### config.mk
export PLATFORM = sky130hd
export DESIGN_NAME = char_stream_tokenizer
export DESIGN_NICKNAME = d
export VERILOG_FILES = /design/src/hdl/ctz_pkg.sv /design/src/hdl/ctz_front.sv /design/src/hdl/ctz_queue.sv /design/src/hdl/ctz_back.sv /design/src/hdl/char_stream_tokenizer.sv
export SDC_FILE = /design/constraint.sdc
export NUM_CORES = 1
export LEC_CHECK = 0
export ABC_AREA = 0
export BUFFER_PORTS_ARGS = -buffer_cell sky130_fd_sc_hd__buf_4
export CORE_ASPECT_RATIO = 0.75
export CORE_MARGIN = 4
export CORE_UTILIZATION = 55
export DETAILED_ROUTE_END_ITERATION = 8
export GPL_ROUTABILITY_DRIVEN = 0
export GPL_TIMING_DRIVEN = 0
export PLACE_DENSITY = 0.74
export SLEW_MARGIN = 40
export SYNTH_ARGS = -nofsm -noshare
export SYNTH_HDL_FRONTEND = slang
export SYNTH_HIERARCHICAL = 1
export SYNTH_SLANG_ARGS = --single-unit
### constraint.sdc
create_clock -name clk -period 4.4 [get_ports clk]
set_input_delay 0.22 -clock clk [delete_from_list [all_inputs] [get_ports clk]]
set_output_delay 0.22 -clock clk [all_outputs]
set_load 0.1 [all_outputs]
### src/hdl/ctz_pkg.sv
package ctz_pkg;

	// Byte classes worked out by the front end. End of source is a class of its own.
	typedef enum logic [3:0] {
		CLS_LPAREN,
		CLS_RPAREN,
		CLS_ADD,
		CLS_SUB,
		CLS_MUL,
		CLS_DIV,
		CLS_REM,
		CLS_QUOTE,
		CLS_BLANK,
		CLS_LETTER,
		CLS_DIGIT,
		CLS_BAD,
		CLS_EOS
	} cls_t;

	typedef enum logic [1:0] {
		MODE_IDLE,
		MODE_STR,
		MODE_IDENT,
		MODE_NUM
	} mode_t;

	localparam logic [3:0] KIND_EOF    = 4'd0;
	localparam logic [3:0] KIND_LPAREN = 4'd1;
	localparam logic [3:0] KIND_RPAREN = 4'd2;
	localparam logic [3:0] KIND_ADD    = 4'd3;
	localparam logic [3:0] KIND_SUB    = 4'd4;
	localparam logic [3:0] KIND_MUL    = 4'd5;
	localparam logic [3:0] KIND_DIV    = 4'd6;
	localparam logic [3:0] KIND_REM    = 4'd7;
	localparam logic [3:0] KIND_STRING = 4'd8;
	localparam logic [3:0] KIND_IDENT  = 4'd9;
	localparam logic [3:0] KIND_NUMBER = 4'd10;
	localparam logic [3:0] KIND_ERROR  = 4'd11;

	localparam logic [7:0] CH_LPAREN = 8'h28;
	localparam logic [7:0] CH_RPAREN = 8'h29;
	localparam logic [7:0] CH_ADD    = 8'h2B;
	localparam logic [7:0] CH_SUB    = 8'h2D;
	localparam logic [7:0] CH_MUL    = 8'h2A;
	localparam logic [7:0] CH_DIV    = 8'h2F;
	localparam logic [7:0] CH_REM    = 8'h25;
	localparam logic [7:0] CH_QUOTE  = 8'h22;
	localparam logic [7:0] CH_UNDER  = 8'h5F;
	localparam logic [7:0] CH_SPACE  = 8'h20;
	localparam logic [7:0] CH_NL     = 8'h0A;
	localparam logic [7:0] CH_TAB    = 8'h09;

	// One classified source item as it travels through the queue.
	typedef struct packed {
		logic [7:0] ch;
		cls_t       cls;
	} item_t;

	// One result as the scanner forms it.
	typedef struct packed {
		logic [3:0] kind;
		logic [7:0] ch;
		logic       bv;
		logic       tend;
	} res_t;

endpackage

### src/hdl/ctz_front.sv
module ctz_front
	import ctz_pkg::*;
(
	input  logic       clk,
	input  logic       arst_n,
	input  logic [7:0] source_byte,
	input  logic       end_of_source,
	input  logic       src_valid,
	output logic       src_stall,
	output logic       push,
	output item_t      push_item,
	input  logic       q_full
);

	logic  valid_s1;
	item_t item_s1;
	item_t item_c;
	logic  load;

	always_comb begin
		item_c.ch = source_byte;
		if (end_of_source) begin
			item_c.cls = CLS_EOS;
		end else begin
			unique case (source_byte)
				CH_LPAREN: item_c.cls = CLS_LPAREN;
				CH_RPAREN: item_c.cls = CLS_RPAREN;
				CH_ADD:    item_c.cls = CLS_ADD;
				CH_SUB:    item_c.cls = CLS_SUB;
				CH_MUL:    item_c.cls = CLS_MUL;
				CH_DIV:    item_c.cls = CLS_DIV;
				CH_REM:    item_c.cls = CLS_REM;
				CH_QUOTE:  item_c.cls = CLS_QUOTE;
				CH_SPACE, CH_NL, CH_TAB: item_c.cls = CLS_BLANK;
				default: begin
					if ((source_byte >= 8'h61 && source_byte <= 8'h7A) ||
					    (source_byte >= 8'h41 && source_byte <= 8'h5A) ||
					    source_byte == CH_UNDER)
						item_c.cls = CLS_LETTER;
					else if (source_byte >= 8'h30 && source_byte <= 8'h39)
						item_c.cls = CLS_DIGIT;
					else
						item_c.cls = CLS_BAD;
				end
			endcase
		end
	end

	assign push      = valid_s1 && !q_full;
	assign push_item = item_s1;
	assign src_stall = valid_s1 && q_full;
	assign load      = src_valid && !src_stall;

	always_ff @(posedge clk or negedge arst_n) begin
		if (!arst_n) begin
			valid_s1 <= 1'b0;
		end else if (load) begin
			valid_s1 <= 1'b1;
		end else if (push) begin
			valid_s1 <= 1'b0;
		end
	end

	always_ff @(posedge clk) begin
		if (load) begin
			item_s1 <= item_c;
		end
	end

endmodule

### src/hdl/ctz_queue.sv
module ctz_queue
	import ctz_pkg::*;
#(
	parameter int DEPTH = 4
) (
	input  logic  clk,
	input  logic  arst_n,
	input  logic  push,
	input  item_t push_item,
	output logic  full,
	input  logic  pop,
	output logic  head_valid,
	output item_t head_item
);

	localparam int PW = (DEPTH > 1) ? $clog2(DEPTH) : 1;
	localparam int CW = $clog2(DEPTH + 1);

	item_t          mem_q [DEPTH];
	logic [PW-1:0]  wr_q;
	logic [PW-1:0]  rd_q;
	logic [CW-1:0]  cnt_q;

	function automatic logic [PW-1:0] bump(input logic [PW-1:0] p);
		if (p == PW'(DEPTH - 1))
			return '0;
		return p + 1'b1;
	endfunction

	assign full       = (cnt_q == CW'(DEPTH));
	assign head_valid = (cnt_q != '0);
	assign head_item  = mem_q[rd_q];

	always_ff @(posedge clk or negedge arst_n) begin
		if (!arst_n) begin
			wr_q  <= '0;
			rd_q  <= '0;
			cnt_q <= '0;
		end else begin
			if (push)
				wr_q <= bump(wr_q);
			if (pop)
				rd_q <= bump(rd_q);
			if (push && !pop)
				cnt_q <= cnt_q + 1'b1;
			else if (pop && !push)
				cnt_q <= cnt_q - 1'b1;
		end
	end

	always_ff @(posedge clk) begin
		if (push)
			mem_q[wr_q] <= push_item;
	end

endmodule

### src/hdl/ctz_back.sv
module ctz_back
	import ctz_pkg::*;
(
	input  logic       clk,
	input  logic       arst_n,
	input  logic       head_valid,
	input  item_t      head_item,
	output logic       pop,
	output logic       tok_valid,
	input  logic       tok_stall,
	output logic [3:0] token_kind,
	output logic [7:0] content_byte,
	output logic       byte_valid,
	output logic       token_end,
	output logic       run_last
);

	mode_t mode_q, mode_d;
	logic  halted_q, halted_d;
	logic  phase_q, phase_d;
	logic  out_valid_q, out_valid_d;
	res_t  out_q;
	logic  last_q;

	// idle-mode scan of the head item
	logic  idle_emit, idle_halt;
	mode_t idle_mode;
	res_t  idle_res;

	res_t       r0, r1;
	logic [1:0] n;
	mode_t      scan_mode_nxt;
	logic       scan_halt_nxt;

	logic out_free;
	logic load;
	logic sel_r1;
	logic last_d;

	always_comb begin
		idle_emit = 1'b1;
		idle_halt = 1'b0;
		idle_mode = MODE_IDLE;
		idle_res  = '{kind: KIND_EOF, ch: 8'h00, bv: 1'b0, tend: 1'b1};
		unique case (head_item.cls)
			CLS_EOS:    idle_res.kind = KIND_EOF;
			CLS_LPAREN: idle_res.kind = KIND_LPAREN;
			CLS_RPAREN: idle_res.kind = KIND_RPAREN;
			CLS_ADD:    idle_res.kind = KIND_ADD;
			CLS_SUB:    idle_res.kind = KIND_SUB;
			CLS_MUL:    idle_res.kind = KIND_MUL;
			CLS_DIV:    idle_res.kind = KIND_DIV;
			CLS_REM:    idle_res.kind = KIND_REM;
			CLS_QUOTE: begin
				idle_emit = 1'b0;
				idle_mode = MODE_STR;
			end
			CLS_BLANK:  idle_emit = 1'b0;
			CLS_LETTER: begin
				idle_mode = MODE_IDENT;
				idle_res  = '{kind: KIND_IDENT, ch: head_item.ch, bv: 1'b1, tend: 1'b0};
			end
			CLS_DIGIT: begin
				idle_mode = MODE_NUM;
				idle_res  = '{kind: KIND_NUMBER, ch: head_item.ch, bv: 1'b1, tend: 1'b0};
			end
			default: begin
				idle_res.kind = KIND_ERROR;
				idle_halt     = 1'b1;
			end
		endcase
	end

	always_comb begin
		r0            = idle_res;
		r1            = idle_res;
		n             = {1'b0, idle_emit};
		scan_mode_nxt = idle_mode;
		scan_halt_nxt = idle_halt;
		unique case (mode_q)
			MODE_STR: begin
				n = 2'd1;
				if (head_item.cls == CLS_EOS) begin
					r0            = '{kind: KIND_ERROR, ch: 8'h00, bv: 1'b0, tend: 1'b1};
					scan_mode_nxt = MODE_IDLE;
					scan_halt_nxt = 1'b1;
				end else if (head_item.cls == CLS_QUOTE) begin
					r0            = '{kind: KIND_STRING, ch: 8'h00, bv: 1'b0, tend: 1'b1};
					scan_mode_nxt = MODE_IDLE;
					scan_halt_nxt = 1'b0;
				end else begin
					r0            = '{kind: KIND_STRING, ch: head_item.ch, bv: 1'b1, tend: 1'b0};
					scan_mode_nxt = MODE_STR;
					scan_halt_nxt = 1'b0;
				end
			end
			MODE_IDENT: begin
				if (head_item.cls == CLS_LETTER || head_item.cls == CLS_DIGIT) begin
					r0            = '{kind: KIND_IDENT, ch: head_item.ch, bv: 1'b1, tend: 1'b0};
					n             = 2'd1;
					scan_mode_nxt = MODE_IDENT;
					scan_halt_nxt = 1'b0;
				end else begin
					r0 = '{kind: KIND_IDENT, ch: 8'h00, bv: 1'b0, tend: 1'b1};
					n  = 2'd1 + {1'b0, idle_emit};
				end
			end
			MODE_NUM: begin
				if (head_item.cls == CLS_DIGIT) begin
					r0            = '{kind: KIND_NUMBER, ch: head_item.ch, bv: 1'b1, tend: 1'b0};
					n             = 2'd1;
					scan_mode_nxt = MODE_NUM;
					scan_halt_nxt = 1'b0;
				end else begin
					r0 = '{kind: KIND_NUMBER, ch: 8'h00, bv: 1'b0, tend: 1'b1};
					n  = 2'd1 + {1'b0, idle_emit};
				end
			end
			default: begin
				r0 = idle_res;
			end
		endcase
	end

	assign out_free = !out_valid_q || !tok_stall;

	// control: pop / load / state commit
	always_comb begin
		pop      = 1'b0;
		load     = 1'b0;
		sel_r1   = 1'b0;
		last_d   = 1'b1;
		mode_d   = mode_q;
		halted_d = halted_q;
		phase_d  = phase_q;
		if (head_valid && halted_q) begin
			pop = 1'b1;
		end else if (head_valid && out_free) begin
			unique case (n)
				2'd0: begin
					pop      = 1'b1;
					mode_d   = scan_mode_nxt;
					halted_d = scan_halt_nxt;
				end
				2'd1: begin
					pop      = 1'b1;
					load     = 1'b1;
					mode_d   = scan_mode_nxt;
					halted_d = scan_halt_nxt;
				end
				default: begin
					load = 1'b1;
					if (!phase_q) begin
						last_d  = 1'b0;
						phase_d = 1'b1;
					end else begin
						sel_r1   = 1'b1;
						pop      = 1'b1;
						phase_d  = 1'b0;
						mode_d   = scan_mode_nxt;
						halted_d = scan_halt_nxt;
					end
				end
			endcase
		end
		out_valid_d = out_free ? load : out_valid_q;
	end

	always_ff @(posedge clk or negedge arst_n) begin
		if (!arst_n) begin
			mode_q      <= MODE_IDLE;
			halted_q    <= 1'b0;
			phase_q     <= 1'b0;
			out_valid_q <= 1'b0;
		end else begin
			mode_q      <= mode_d;
			halted_q    <= halted_d;
			phase_q     <= phase_d;
			out_valid_q <= out_valid_d;
		end
	end

	always_ff @(posedge clk) begin
		if (load) begin
			out_q  <= sel_r1 ? r1 : r0;
			last_q <= last_d;
		end
	end

	assign tok_valid    = out_valid_q;
	assign token_kind   = out_q.kind;
	assign content_byte = out_q.ch;
	assign byte_valid   = out_q.bv;
	assign token_end    = out_q.tend;
	assign run_last     = last_q;

endmodule

### src/hdl/char_stream_tokenizer.sv
// Channel  | Handshake             | Payload
// ---------+-----------------------+-------------------------------------------------
// source   | src_valid / src_stall | source_byte, end_of_source
// tokens   | tok_valid / tok_stall | token_kind, content_byte, byte_valid, token_end,
//          |                       | run_last
//
// One source byte per cycle unless src_stall is high; an item that yields two
// results holds the queue head in the scanner until its second result is loaded,
// every other item is popped when it is scanned. From acceptance to first result
// an item passes the front register, the queue and the result register.
// arst_n clears the scan mode to idle, the halt flag, the queue and all valid bits.
// The queue lets the front keep accepting while the result side is stalled; the
// source stalls only once the queue and the front register are full.
module char_stream_tokenizer
	import ctz_pkg::*;
#(
	parameter int QUEUE_DEPTH = 4   // classified items held between front and scanner
) (
	input  logic       clk,
	input  logic       arst_n,
	input  logic       src_valid,
	output logic       src_stall,
	input  logic [7:0] source_byte,
	input  logic       end_of_source,
	output logic       tok_valid,
	input  logic       tok_stall,
	output logic [3:0] token_kind,
	output logic [7:0] content_byte,
	output logic       byte_valid,
	output logic       token_end,
	output logic       run_last
);

	// front end -> queue
	logic  push;
	item_t push_item;
	logic  q_full;

	// queue -> scanner
	logic  head_valid;
	item_t head_item;
	logic  pop;

	// Front: registers each source request together with its byte class.
	ctz_front u_front (
		.clk           (clk),
		.arst_n        (arst_n),
		.source_byte   (source_byte),
		.end_of_source (end_of_source),
		.src_valid     (src_valid),
		.src_stall     (src_stall),
		.push          (push),
		.push_item     (push_item),
		.q_full        (q_full)
	);

	// Decouples classification from scanning so either side may stall.
	ctz_queue #(
		.DEPTH (QUEUE_DEPTH)
	) u_queue (
		.clk        (clk),
		.arst_n     (arst_n),
		.push       (push),
		.push_item  (push_item),
		.full       (q_full),
		.pop        (pop),
		.head_valid (head_valid),
		.head_item  (head_item)
	);

	// Back: scan mode and halt state, result formation and the result register.
	// A byte that closes an identifier or number gives the end-of-token result first
	// and then, if it yields one, its own idle-mode result from the same queue entry.
	ctz_back u_back (
		.clk          (clk),
		.arst_n       (arst_n),
		.head_valid   (head_valid),
		.head_item    (head_item),
		.pop          (pop),
		.tok_valid    (tok_valid),
		.tok_stall    (tok_stall),
		.token_kind   (token_kind),
		.content_byte (content_byte),
		.byte_valid   (byte_valid),
		.token_end    (token_end),
		.run_last     (run_last)
	);

endmodule

# Word level (Yosys, flattened, before mapping)
# Memory sizes are Yosys's and may differ from the RTL's.
# Cells that the tools add are included.
[totals]
register_bits = 40
latchBits = 0
ramBits = 48
romBits = 0
input_bits = 13
output_inout_bits = 17
word_cells = 150
mem_count = 1
[classes]
n_addsub = 5
multipliers = 0
div_mod_pow = 0
magnitude_cmp = 6
n_eq_ne = 30
n_shift = 0
n_mux = 55
n_bitwise = 3
n_reduce_logical = 35
[memory_table]
columns = ["name", "depth", "width", "read_ports", "rd_ports_with_merged_regs", "write_ports", "line", "rtl"]
rows = [
  ["u_queue.mem_q", 4, 12, 1, 0, 1, "ctz_queue.sv:19", "item_t mem_q [DEPTH];"],
]
[ops]
columns = ["op", "count"]
rows = [
  ["equality test 8 x 6 -> 1 bit, second input constant", 9],
  ["case mux 14 bit (3 select lines)", 1],
  ["two-way mux 10 bit", 4],
  ["case mux 4 bit (10 select lines)", 1],
  ["case mux 4 bit (9 select lines)", 1],
  ["two-way mux 1 bit", 28],
  ["two-way mux 14 bit", 2],
  ["two-way mux 2 bit", 11],
  ["case mux 2 bit (3 select lines)", 3],
  ["equality test 4 x 3 -> 1 bit, second input constant", 4],
  ["equality test 4 bit, second input constant", 4],
  ["equality test 8 x 4 -> 1 bit, second input constant", 2],
  [">= comparator 8 x 7 -> 1 bit, second input constant", 2],
  ["<= comparator 8 x 7 -> 1 bit, second input constant", 2],
  ["OR reduction 12 bit", 1],
  ["logical AND 1 bit", 10],
  ["equality test 2 bit, second input constant", 4],
  ["equality test 4 x 2 -> 1 bit, second input constant", 2],
  ["equality test 8 x 7 -> 1 bit, second input constant", 1],
  [">= comparator 8 x 6 -> 1 bit, second input constant", 1],
  ["<= comparator 8 x 6 -> 1 bit, second input constant", 1],
  ["OR reduction 2 bit", 4],
  ["zero test 1 bit", 6],
  ["two-way mux 3 bit", 2],
  ["17 further kinds", 28],
]

# Logic depth before layout (Yosys ltp)
# An unclocked memory read counts as a cell.
[logic_depth]
ltp_word = 15
mapped_depth = 16
mapped_depth_nobuf = 13

# Cells and area by module
# The synthesis kept the hierarchy.
[modules_own_cells]
columns = ["mod", "instances", "cells_per_inst", "area_each_um2", "seq_area_each_um2"]
rows = [
  ["ctz_queue", 1, 100, 2177.1, 1616.6],
  ["ctz_back", 1, 100, 1098.6, 575.6],
  ["ctz_front", 1, 63, 701.9, 385.4],
]

# Worst setup path after synthesis
# OpenSTA, ideal clock, no wires.
[synth_path]
path_kind = "register to register"
from = "reg u_queue.rd_q[0]"
to = "reg u_queue.cnt_q[2]"
setup_time_ns = 0.079
t_arrival_ns = 3.221
required_ns = 4.321
setup_slack_ns = 1.100
path_stages_with_launch = 17
n_path_buf = 3
period_less_slack_ns = 3.300
cell_sequence = "dfrtp_1 > buf_6 > buf_12 > mux4_2 > buf_4 > and4b_4 > a211oi_4 > and2b_1 > a21oi_1 > o21a_1 > inv_1 > ha_1 > inv_1 > fa_1 > xor2_1 > nor2_1 > xor2_1"
[synth_lines]
columns = ["item", "line", "rtl"]
rows = [
  ["start: declaration", "ctz_queue.sv:21", "logic [PW-1:0] rd_q;"],
  ["start signal: assignment", "ctz_queue.sv:43", "rd_q <= bump(rd_q);"],
  ["end signal: assignment", "ctz_queue.sv:45", "cnt_q <= cnt_q + 1'b1;"],
  ["end signal: assignment", "ctz_queue.sv:47", "cnt_q <= cnt_q - 1'b1;"],
  ["end: declaration", "ctz_queue.sv:22", "logic [CW-1:0] cnt_q;"],
]

==> results_dict.tcl <==
set metrics [dict create \
    status "completed" \
    irDropWorstVdd_mv 0.228 \
    yosys.area.top_type "edfxtp_1" \
    core_area_um2 6930 \
    avgSynthCellArea_um2 15.1 \
    rr_startpoint "u_queue/rd_q[0]" \
    hold_slack_ns 0.0701 \
    rsz0062_at_grt "false" \
    tritoncts "built" \
    maxCapViolations 0 \
    placed_cell_area_um2 4320 \
    initial_core_util 0.574 \
    first_pass_iters 4 \
    cp-end-kind "flop" \
    period_needed_ns 3.65 \
    synthCells 263 \
    final_nets 324 \
    crit_required_ns 4.67 \
    synth_edf_count 75 \
    reg2reg_depth 16 \
    grt_pass1_vias 2288 \
    fmax_ghz 0.274 \
    die_h_um 81.6 \
    hold_end "u_front/push_item[6]" \
    postRouteAntennaNets 0 \
    slew_viol_final 0 \
    synth_fa_ha_area_frac 0.0239 \
    syn_area_um2 3980 \
    htree_num_levels 3 \
    rr_endpoint "u_queue/cnt_q[2]" \
    track_usage 0.179 \
    postCtsSetupBuffers 0 \
    die-area_um2 8670 \
    cts_buffer_depth 2 \
    critical_path_class "reg2reg" \
    hold_viol 0 \
    synth_common_cells "edfxtp_1, nand2_1, nor2_1" \
    die_width_um 106 \
    ys.flop_type "edfxtp_1" \
    antenna_found_initial 0 \
    drt_first_iter_violations 229 \
    hold_depth 1 \
    ys_ff_latch 88 \
    clock_sinks 88 \
    synth_xor_area_frac 0.0154 \
    path_clk_slew_ns 0.08 \
    critPathLaunchType "flop" \
    avgRoutedWirePerCell_um 17.1 \
    num_vias 2301 \
    grt_max_degree 16 \
    layout-drive-gt1-share 0.259 \
    power_density_nw_per_um2 638 \
    routed_wl_um 6940 \
    grt_pass1_wl_um 11800 \
    yosysTopAreaCellShare 0.566 \
    synth-simple-area-share 0.105 \
    async_flop_share 0.148 \
    drt-vias-per-instance 5.65 \
    yosys_warnings 6 \
    finalCritPeriodShare 0.830 \
    yosysMostFrequentCell "edfxtp_1" \
    gr-total-overflow 0 \
    io_buffers 29 \
    io_pins 30 \
    setup_tns_ns 0 \
    worstHoldStart "source_byte[2]" \
    dpl.hpwl_um 4750 \
    slew_headroom 0.512 \
    leakage_uw 0.00167 \
    antenna_cells 0 \
    power_uw 2910 \
    ctsRootBufferMaster "clkbuf_8" \
    cts_buffers 9 \
    skew_ns 0.00853 \
    area_delta_synth_final_pct 14.5 \
    worst_slew_pin_slew_ns 0.731 \
    muxShareOfSynthArea 0.0919 \
    synth_compound_area_frac 0.0786 \
    core.rowCount 26 \
    synth_top_family_by_area "simple AND/OR/NAND/NOR gates" \
    setup_viol 0 \
    ff2ff_setup_slack_ns 0.75 \
    syn-num-nets 283 \
    drc_errors 0 \
    crit_path_max_fanout 10 \
    cp.arrival_ns 3.92 \
    ys_types 60 \
    clock_latency_ns 0.34 \
    synth-seq-area-share 0.648 \
    stdcell_area_um2 4560 \
    synth_area_leaders "edfxtp_1, dfrtp_1, mux4_2, mux4_1, nor2b_1" \
    hold_path.class "in2reg" \
]
==> cell usage in the layout, fill, tap and decap left out, drive strengths merged, types with 2 or more instances in the layout <==
master / Yosys / final
a41o: 2 / 2
xor2: 6 / 6
nor3: 3 / 3
and4b: 2 / 2
a31oi: 2 / 2
a211o: 2 / 2
nand3: 3 / 3
buf: 11 / 40
bufinv: 0 / 2
a21oi: 11 / 11
nor3b: 2 / 2
mux2: 5 / 5
and2: 5 / 5
edfxtp: 75 / 75
nor2b: 14 / 14
or2: 3 / 3
o21ai: 10 / 10
mux2i: 2 / 2
ha: 6 / 6
a211oi: 3 / 3
nor2: 14 / 14
nand3b: 2 / 2
clkbuf: 2 / 13
mux4: 12 / 12
nor4: 2 / 2
clkinv: 0 / 2
inv: 11 / 11
nand2: 14 / 14
and2b: 3 / 3
o211ai: 5 / 5
dfrtp: 13 / 13
==> power by group <==
part / switching, uW / leakage (uW) / internal (uW)
Combinational: 622 / 0.000718 / 485
Clock: 263 / 0.000110 / 335
Sequential: 74.6 / 0.000839 / 1130
Total: 960 / 0.00167 / 1950
==> cells by family (layout without fill, tap and decap cells) <==
| kind of cell | count (synthesis) | after routing |
|---|---|---|
| DFF | 88 | 88 |
| and+or+nand+nor | 74 | 74 |
| AOI/OAI and AO/OA | 44 | 44 |
| buffers and inverters | 24 | 70 |
| muxes | 19 | 19 |
| adders and majority gates | 7 | 7 |
| xor gates and xnor gates | 7 | 7 |
==> final cells by class <==
cell class	instances	area, um^2
plain buffers	13	108
clock inverters	5	81.3
multi-input cells	151	1260
fillers	499	2370
flip-flops and latches	88	2580
well taps	98	123
repair buffers	30	228
inverters	11	41.3
clock buffers	11	141
==> sequential cells by signal, indices dropped and copies added (netlist names) <==
signal	count
u_back/phase_q	1
u_queue/cnt_q	3
u_back/tok_valid	1
u_queue/wr_q	2
u_queue/mem_q	48
u_back/content_byte	8
u_back/halted_q	1
u_back/run_last	1
u_back/byte_valid	1
u_back/token_end	1
u_front/valid_s1	1
u_back/token_kind	4
u_front/push_item	12
u_back/mode_q	2
u_queue/rd_q	2
==> timing repair <==
action                    4_1_cts  5_1_grt
gates resized for setup         0        0
hold buffers                    1        0
hold endpoints to repair       13        0
==> metal layers <==
metal | part of all wire | GRT usage | vias up
li1 | - | - | 1077
met1 | 0.48 | 0.253 | 1133
met2 | 0.45 | 0.281 | 84
met3 | 0.059 | 0.0440 | 7
met4 | 0.0091 | 0.0517 | 0
met5 | 0 | 0 | -
==> per-stage QoR <==
step,utilization,cells,setup WS [ns]
6_report,0.657,407,0.747
5_1_grt,0.657,407,0.544
4_1_cts,0.657,407,0.737
3_5_place_dp,0.624,390,0.734
3_3_place_gp,0.623,390,0.804
2_1_floorplan,-,263,1.10
==> how the worst max path moves through the flow <==
stage	startpoint	to	slack (ns)	depth (start not counted)
2_1_floorplan	u_queue/rd_q[0]	u_queue/cnt_q[2]	1.10	16
3_3_place_gp	u_queue/rd_q[0]	u_queue/cnt_q[2]	0.80	16
3_5_place_dp	u_queue/rd_q[0]	u_queue/cnt_q[2]	0.73	16
4_1_cts	u_queue/rd_q[0]	u_queue/cnt_q[2]	0.74	16
5_1_grt	u_queue/rd_q[0]	u_queue/cnt_q[2]	0.54	16
6_report	u_queue/rd_q[0]	u_queue/cnt_q[2]	0.75	16
==> worst max-delay path, cell delays in order, from the launching register on <==
cell and delay, ns:
dfrtp_1 0.38, buf_6 0.14, buf_12 0.15, mux4_2 0.52, buf_2 0.21, nor2b_2 0.21, a211oi_4 0.35, and2b_1 0.24
a21oi_1 0.05, o21a_1 0.23, inv_1 0.09, ha_1 0.17, inv_1 0.06, fa_1 0.37, xor2_1 0.15, nor2_1 0.11
xor2_1 0.15
Power figures use the tool's default switching activity.
